<file path="src/sv/afn_pkg.sv">
package afn_pkg;

  localparam logic [7:0] LeadByte = 8'hC3;

  localparam int unsigned OutqDepth = 4;
  localparam int unsigned OutqPtrW  = $clog2(OutqDepth);
  localparam int unsigned OutqCntW  = OutqPtrW + 1;

  localparam logic [7:0] LengthMax = 8'hFF;

  typedef struct packed {
    logic [6:0] letter;
    logic       letter_valid;
    logic       token_end;
    logic [7:0] word_length;
    logic       run_last;
  } result_t;

  // Results produced by one byte as it leaves the input register.
  typedef struct packed {
    logic [1:0] num;
    result_t    r0;
    result_t    r1;
  } push_t;

  // A zero letter means the byte has no mapping and is dropped.
  function automatic logic [6:0] fold_single(input logic [7:0] c);
    logic [6:0] l;
    l = 7'd0;
    case (c) inside
      [8'hC0:8'hC5], [8'hE0:8'hE5]:                 l = 7'h61;
      8'hC7, 8'hE7:                                 l = 7'h63;
      [8'hC8:8'hCB], [8'hE8:8'hEB]:                 l = 7'h65;
      [8'hCC:8'hCF], [8'hEC:8'hEF]:                 l = 7'h69;
      8'hD1, 8'hF1:                                 l = 7'h6E;
      [8'hD2:8'hD6], 8'hD8, [8'hF2:8'hF6], 8'hF8:   l = 7'h6F;
      [8'hD9:8'hDC], [8'hF9:8'hFC]:                 l = 7'h75;
      8'hDD, 8'hFD, 8'hFF:                          l = 7'h79;
      default:                                      l = 7'd0;
    endcase
    return l;
  endfunction

  function automatic logic [6:0] fold_pair(input logic [7:0] c);
    logic [6:0] l;
    l = 7'd0;
    case (c) inside
      [8'h80:8'h85], [8'hA0:8'hA5]:                 l = 7'h61;
      8'h87, 8'hA7:                                 l = 7'h63;
      [8'h88:8'h8B], [8'hA8:8'hAB]:                 l = 7'h65;
      [8'h8C:8'h8F], [8'hAC:8'hAF]:                 l = 7'h69;
      8'h91, 8'hB1:                                 l = 7'h6E;
      [8'h92:8'h96], 8'h98, [8'hB2:8'hB6], 8'hB8:   l = 7'h6F;
      [8'h99:8'h9C], [8'hB9:8'hBC]:                 l = 7'h75;
      default:                                      l = 7'd0;
    endcase
    return l;
  endfunction

  function automatic logic [6:0] fold_ascii(input logic [7:0] c);
    logic [6:0] l;
    l = 7'd0;
    if ((c >= 8'h41 && c <= 8'h5A) || (c >= 8'h61 && c <= 8'h7A)) begin
      l = c[6:0] | 7'h20;
    end
    return l;
  endfunction

endpackage

</file>
<file path="src/sv/afn_fold.sv">
module afn_fold (
  input  logic           clk_i,
  input  logic           rst_ni,
  input  logic           in_valid_i,
  output logic           in_stall_o,
  input  logic [7:0]     in_byte_i,
  input  logic           token_last_i,
  input  logic           room_i,
  output afn_pkg::push_t push_o
);
  import afn_pkg::*;

  logic       vld_q, vld_d;
  logic [7:0] byte_q;
  logic       last_q;
  logic       lead_q, lead_d;
  logic [7:0] count_q, count_d;

  logic       advance;
  logic [6:0] l0, l1, la, lb;
  logic       set_lead;
  logic       has_a, has_b;
  logic [7:0] cnt_a, cnt_b;

  assign advance    = vld_q && room_i;
  assign in_stall_o = vld_q && !room_i;

  always_comb begin
    l0       = 7'd0;
    l1       = 7'd0;
    set_lead = 1'b0;
    if (lead_q) begin
      if (byte_q[7]) begin
        l0 = fold_pair(byte_q);
      end else begin
        // The held lead byte was not a pair after all: fold it on its own first.
        l0 = fold_single(LeadByte);
        l1 = fold_ascii(byte_q);
      end
    end else if (!byte_q[7]) begin
      l0 = fold_ascii(byte_q);
    end else if (byte_q == LeadByte && !last_q) begin
      set_lead = 1'b1;
    end else begin
      l0 = fold_single(byte_q);
    end

    if (l0 == 7'd0) begin
      la = l1;
      lb = 7'd0;
    end else begin
      la = l0;
      lb = l1;
    end
    has_a = (la != 7'd0);
    has_b = (lb != 7'd0);
    cnt_a = (has_a && count_q != LengthMax) ? count_q + 8'd1 : count_q;
    cnt_b = (has_b && cnt_a != LengthMax) ? cnt_a + 8'd1 : cnt_a;

    push_o.r0.letter       = la;
    push_o.r0.letter_valid = has_a;
    push_o.r0.token_end    = last_q && !has_b;
    push_o.r0.word_length  = cnt_a;
    push_o.r0.run_last     = !has_b;
    push_o.r1.letter       = lb;
    push_o.r1.letter_valid = 1'b1;
    push_o.r1.token_end    = last_q;
    push_o.r1.word_length  = cnt_b;
    push_o.r1.run_last     = 1'b1;

    if (!advance) begin
      push_o.num = 2'd0;
    end else if (has_b) begin
      push_o.num = 2'd2;
    end else if (has_a || last_q) begin
      push_o.num = 2'd1;
    end else begin
      push_o.num = 2'd0;
    end

    count_d = count_q;
    lead_d  = lead_q;
    if (advance) begin
      count_d = last_q ? 8'd0 : cnt_b;
      lead_d  = last_q ? 1'b0 : set_lead;
    end

    vld_d = vld_q;
    if (in_valid_i && !in_stall_o) begin
      vld_d = 1'b1;
    end else if (advance) begin
      vld_d = 1'b0;
    end
  end

  always_ff @(posedge clk_i or negedge rst_ni) begin
    if (!rst_ni) begin
      vld_q   <= 1'b0;
      lead_q  <= 1'b0;
      count_q <= 8'd0;
    end else begin
      vld_q   <= vld_d;
      lead_q  <= lead_d;
      count_q <= count_d;
    end
  end

  always_ff @(posedge clk_i) begin
    if (in_valid_i && !in_stall_o) begin
      byte_q <= in_byte_i;
      last_q <= token_last_i;
    end
  end

endmodule

</file>
<file path="src/sv/afn_outq.sv">
module afn_outq (
  input  logic             clk_i,
  input  logic             rst_ni,
  input  afn_pkg::push_t   push_i,
  output logic             room_o,
  output logic             out_valid_o,
  input  logic             out_stall_i,
  output afn_pkg::result_t head_o
);
  import afn_pkg::*;

  result_t             mem_q [OutqDepth];
  logic [OutqPtrW-1:0] rd_q, rd_d, wr_q, wr_d, wr_next;
  logic [OutqCntW-1:0] cnt_q, cnt_d;
  logic                pop;

  // Room for the worst case of two results, judged before this cycle's transfer.
  assign room_o      = (cnt_q <= OutqCntW'(OutqDepth - 2));
  assign out_valid_o = (cnt_q != '0);
  assign pop         = out_valid_o && !out_stall_i;
  assign head_o      = mem_q[rd_q];
  assign wr_next     = wr_q + OutqPtrW'(1);

  always_comb begin
    rd_d  = pop ? rd_q + OutqPtrW'(1) : rd_q;
    wr_d  = wr_q + OutqPtrW'(push_i.num);
    cnt_d = cnt_q + OutqCntW'(push_i.num) - OutqCntW'(pop);
  end

  always_ff @(posedge clk_i or negedge rst_ni) begin
    if (!rst_ni) begin
      rd_q  <= '0;
      wr_q  <= '0;
      cnt_q <= '0;
    end else begin
      rd_q  <= rd_d;
      wr_q  <= wr_d;
      cnt_q <= cnt_d;
    end
  end

  always_ff @(posedge clk_i) begin
    if (push_i.num != 2'd0) begin
      mem_q[wr_q] <= push_i.r0;
    end
    if (push_i.num == 2'd2) begin
      mem_q[wr_next] <= push_i.r1;
    end
  end

endmodule

</file>
<file path="src/sv/accent_folding_normalizer.sv">
// Channel  Direction  Handshake                  Payload
// in       input      in_valid_i / in_stall_o    in_byte_i, token_last_i
// out      output     out_valid_o / out_stall_i  out_letter_o, letter_valid_o, token_end_o,
//                                                word_length_o, run_last_o
//
// A byte is held in the input register until the queue has room; it is then folded and its
// results can be taken the cycle after. One byte is accepted every cycle while the output is
// drained; a byte yielding two letters adds a result that the four-entry output queue absorbs.
// The input register stalls when the queue cannot take two more results.
// Reset clears the held lead byte, the letter count and the queue.
module accent_folding_normalizer (
  input  logic       clk_i,
  input  logic       rst_ni,
  input  logic       in_valid_i,
  output logic       in_stall_o,
  input  logic [7:0] in_byte_i,
  input  logic       token_last_i,
  output logic       out_valid_o,
  input  logic       out_stall_i,
  output logic [6:0] out_letter_o,
  output logic       letter_valid_o,
  output logic       token_end_o,
  output logic [7:0] word_length_o,
  output logic       run_last_o
);
  import afn_pkg::*;

  push_t   push;
  result_t head;
  logic    room;

  afn_fold u_fold (
    .clk_i        (clk_i),
    .rst_ni       (rst_ni),
    .in_valid_i   (in_valid_i),
    .in_stall_o   (in_stall_o),
    .in_byte_i    (in_byte_i),
    .token_last_i (token_last_i),
    .room_i       (room),
    .push_o       (push)
  );

  afn_outq u_outq (
    .clk_i       (clk_i),
    .rst_ni      (rst_ni),
    .push_i      (push),
    .room_o      (room),
    .out_valid_o (out_valid_o),
    .out_stall_i (out_stall_i),
    .head_o      (head)
  );

  assign out_letter_o   = head.letter;
  assign letter_valid_o = head.letter_valid;
  assign token_end_o    = head.token_end;
  assign word_length_o  = head.word_length;
  assign run_last_o     = head.run_last;

endmodule

</file>
<file path="config.mk">
export PLATFORM = sky130hd
export DESIGN_NAME = accent_folding_normalizer
export DESIGN_NICKNAME = d
export VERILOG_FILES = /design/src/sv/afn_pkg.sv /design/src/sv/afn_fold.sv /design/src/sv/afn_outq.sv /design/src/sv/accent_folding_normalizer.sv
export SDC_FILE = /design/constraint.sdc
export NUM_CORES = 1
export LEC_CHECK = 0
export BUFFER_PORTS_ARGS = -buffer_cell sky130_fd_sc_hd__clkbuf_2
export CORE_MARGIN = 2
export CORE_UTILIZATION = 56
export DETAILED_ROUTE_END_ITERATION = 12
export PLACE_DENSITY = 0.77
export SLEW_MARGIN = 20
export SYNTH_ARGS = -nofsm -noshare
export SYNTH_HDL_FRONTEND = slang
export SYNTH_HIERARCHICAL = 1
export SYNTH_SLANG_ARGS = --single-unit
</file>
<file path="constraint.sdc">
create_clock -name clk_i -period 3.8 [get_ports clk_i]
set_input_delay 0.38 -clock clk_i [delete_from_list [all_inputs] [get_ports clk_i]]
set_output_delay 0.38 -clock clk_i [all_outputs]
set_load 0.05 [all_outputs]
</file>
==> flow_summary.json <==
{
  "ys_ff_latch": 98,
  "nNetsFinal": 534,
  "drc": 0,
  "antenna_found_initial": 0,
  "slew_headroom_pct": 31.21,
  "pwr-share-clk_pct": 15.2,
  "power_density_nw_per_um2": 647.1,
  "grt_pass1_vias": 4002,
  "finalWorstSetupSlack_ps": 154.9,
  "grt_max_degree": 23,
  "htree_num_levels": 3,
  "cts_tree": "done",
  "synth_mux_area_share_pct": 21.77,
  "place_congestion": 0.9545,
  "clkSinkCount": 98,
  "fin_skew_ps": 8.139,
  "path_max_fanout": 8,
  "fp.dieW_um": 107.2,
  "design_area_um2": 6639,
  "portBuffers": 32,
  "leakagePower_nw": 2.470,
  "die_y_um": 107.2,
  "antenna_left": 0,
  "drt_pass1_iterations": 5,
  "gr-total-overflow": 0,
  "cp.required_ps": 3930,
  "synth-xor-area-share_pct": 1.762,
  "drive_above_1_share_pct": 38.34,
  "synth_area_um2": 5966,
  "post_dp_cell_area_um2": 6361,
  "routed_via_density": 6.266,
  "power.internal_mw": 2.507,
  "clock.fmax_mhz": 274.3,
  "hold_viol": 0,
  "p_comb_share_pct": 46.8,
  "n_antenna_cell": 0,
  "post_drt_wl_per_cell_um": 19.68,
  "grt_pass1_wl_um": 20910,
  "startpoint_type": "flip-flop",
  "yosys.area_share.adder_pct": 1.384,
  "drtIter0Drc": 383,
  "yosysTopAreaCell": "edfxtp_1",
  "synthSimpleGateAreaFrac_pct": 12.77,
  "min_period_ps": 3645,
  "sw_frac_of_total_pct": 41.64,
  "worst_pin_slew_ps": 1032,
  "coreArea_um2": 10320,
  "yosys_warnings": 6,
  "io_pins": 33,
  "numCtsBuffers": 9,
  "path_class": "flip-flop to flip-flop",
  "netSwitchingPower_mw": 1.789,
  "ys_types": 76,
  "clkTransAtPathRegs_ps": 90,
  "fin_hold_ws_ps": 172.8,
  "vias": 4104,
  "start_util_pct": 57.79,
  "ir_drop_mv": 0.5776,
  "period_share_pct": 95.92,
  "grt_usage_pct": 24.16,
  "pre_cts_ws_ps": -15.40,
  "clock_path_buffers": 2,
  "area_growth_pct": 11.28,
  "synth_ff_type": "edfxtp_1",
  "cp.arrival_ps": 3780,
  "synth_top_family_by_area": "multiplexers",
  "drv_cap": 0,
  "die-area_um2": 11500,
  "clock_latency_ps": 370,
  "outcome": "completed",
  "end_kind": "flip-flop",
  "seqPwrFrac_pct": 37.9,
  "synth_compound_area_share_pct": 9.711,
  "row_count": 37,
  "yosysTopAreaCellShare_pct": 40.77,
  "synth.avg_cell_area_um2": 12.69,
  "async_flop_share_pct": 17.35,
  "synthTopCellsByArea": "edfxtp_1 41%, mux2_2 12%, dfrtp_1 7.1%, mux4_2 6.8%, mux2_4 2.5%",
  "synth_edf_count": 81,
  "fillCellCount": 793,
  "hpwl_um": 8219,
  "syn-instance-count": 470,
  "min_path_type": "input port to flip-flop",
  "ys_seq_area_share_pct": 47.90,
  "slew_violations": 0,
  "fin_util_pct": 64.31,
  "setup_viol": 0,
  "wirelength_um": 12890,
  "root_buffer": "clkbuf_8"
}
[layer usage]
metal / wire (um) / vias to the layer above / part of all wire [%] / track usage [%]
met4: 289 / 0 / 2.2 / 9.740
li1: - / 1903 / - / -
met2: 6292 / 174 / 49 / 38.65
met1: 5525 / 2000 / 43 / 33.39
met5: 0 / - / 0 / 0
met3: 780 / 27 / 6.1 / 3.404
[registers in the layout (all words and copies together), names as in the netlist]
register and count:
u_outq/wr_q 2, u_fold/last_q 1, u_outq/rd_q 2, u_outq/mem_q 72
u_fold/count_q 8, u_outq/cnt_q 3, u_fold/byte_q 8, u_fold/lead_q 1
u_fold/vld_q 1
[layout by cell type, fill, tap and decap left out, drive strengths merged, types with 11 or more instances in the layout]
| cell type | instances |
|---|---|
| a21oi | 12 |
| buf | 31 |
| clkbuf | 42 |
| dfrtp | 17 |
| edfxtp | 81 |
| inv | 17 |
| mux2 | 73 |
| mux4 | 18 |
| nand2 | 34 |
| nor2 | 26 |
| nor3 | 11 |
| o21ai | 15 |
[kinds of logic after synthesis]
group | Yosys count
AOI/OAI and AO/OA | 76
xor gates and xnor gates | 12
adders and majority gates | 6
buffers and inverters | 50
DFF | 98
muxes | 94
other | 1
and+or+nand+nor | 133
[cell usage after synthesis (8+ instances only)]
| library cell | instances |
|---|---|
| mux2_4 | 10 |
| a21oi_1 | 12 |
| nand2_1 | 34 |
| clkbuf_1 | 8 |
| o21ai_0 | 12 |
| edfxtp_1 | 81 |
| xnor2_1 | 9 |
| nor2_1 | 26 |
| mux2_2 | 63 |
| buf_2 | 11 |
| mux4_2 | 18 |
| nand3_1 | 8 |
| dfrtp_1 | 17 |
| inv_1 | 17 |
[final timing paths]
check	cells after the start	endpoint	start	slack [ps]
setup / recovery	11	u_outq/mem_q[2][2]	u_fold/byte_q[2]	150
hold / removal	1	u_fold/byte_q[3]	in_byte_i[3]	170
setup reg to reg	11	u_outq/mem_q[2][2]	u_fold/byte_q[2]	150
hold reg to reg	1	u_outq/cnt_q[2]	u_outq/cnt_q[2]	560
max in group asynchronous	2	u_fold/count_q[6]	rst_ni	2990
min in group asynchronous	2	u_outq/wr_q[0]	rst_ni	480
[critical path, stage by stage, from the launching register on]
cell	delay, ps
edfxtp_1	490
buf_4	230
nor4_2	390
nand2_1	160
and3_1	210
a2111oi_4	380
buf_6	190
nor4_1	70
o21ai_0	290
nor3_1	90
or4_1	600
mux2_2	300
[metrics by stage]
stage	power [mW]	cells	TNS, ps
6_report	4.296	655	0
4_1_cts	4.279	650	0
3_3_place_gp	3.578	634	0
3_5_place_dp	3.629	634	-57.26
5_1_grt	4.533	655	-601.5
2_1_floorplan	3.193	471	0
[power groups by stage]
stage | Sequential (mW) | Clock, mW | Combinational (mW)
global placement | 1.65 | 0 | 1.93
CTS | 1.64 | 0.667 | 1.98
floorplan | 1.55 | 0 | 1.64
global route | 1.66 | 0.705 | 2.17
detailed placement | 1.66 | 0 | 1.97
finish | 1.63 | 0.654 | 2.01
[area by class of cell]
type | instances | area [um^2] | area share [%]
repair buffers | 65 | 479.2 | 7.218
clock buffers | 10 | 127.6 | 1.922
clock inverters | 5 | 56.30 | 0.8481
multi-input cells | 323 | 2880 | 43.38
well taps | 136 | 170.2 | 2.563
flip-flops and latches | 98 | 2858 | 43.05
inverters | 18 | 67.56 | 1.018
[timing repair]
item | in CTS | in global routing
hold buffers | 1 | 0
setup buffers | 0 | 5
resized for setup | 1 | 6
hold endpoints to repair | 17 | 0
endpoints found under the setup margin | 4 | 137
No activity file was read; power rests on OpenSTA's default activity.
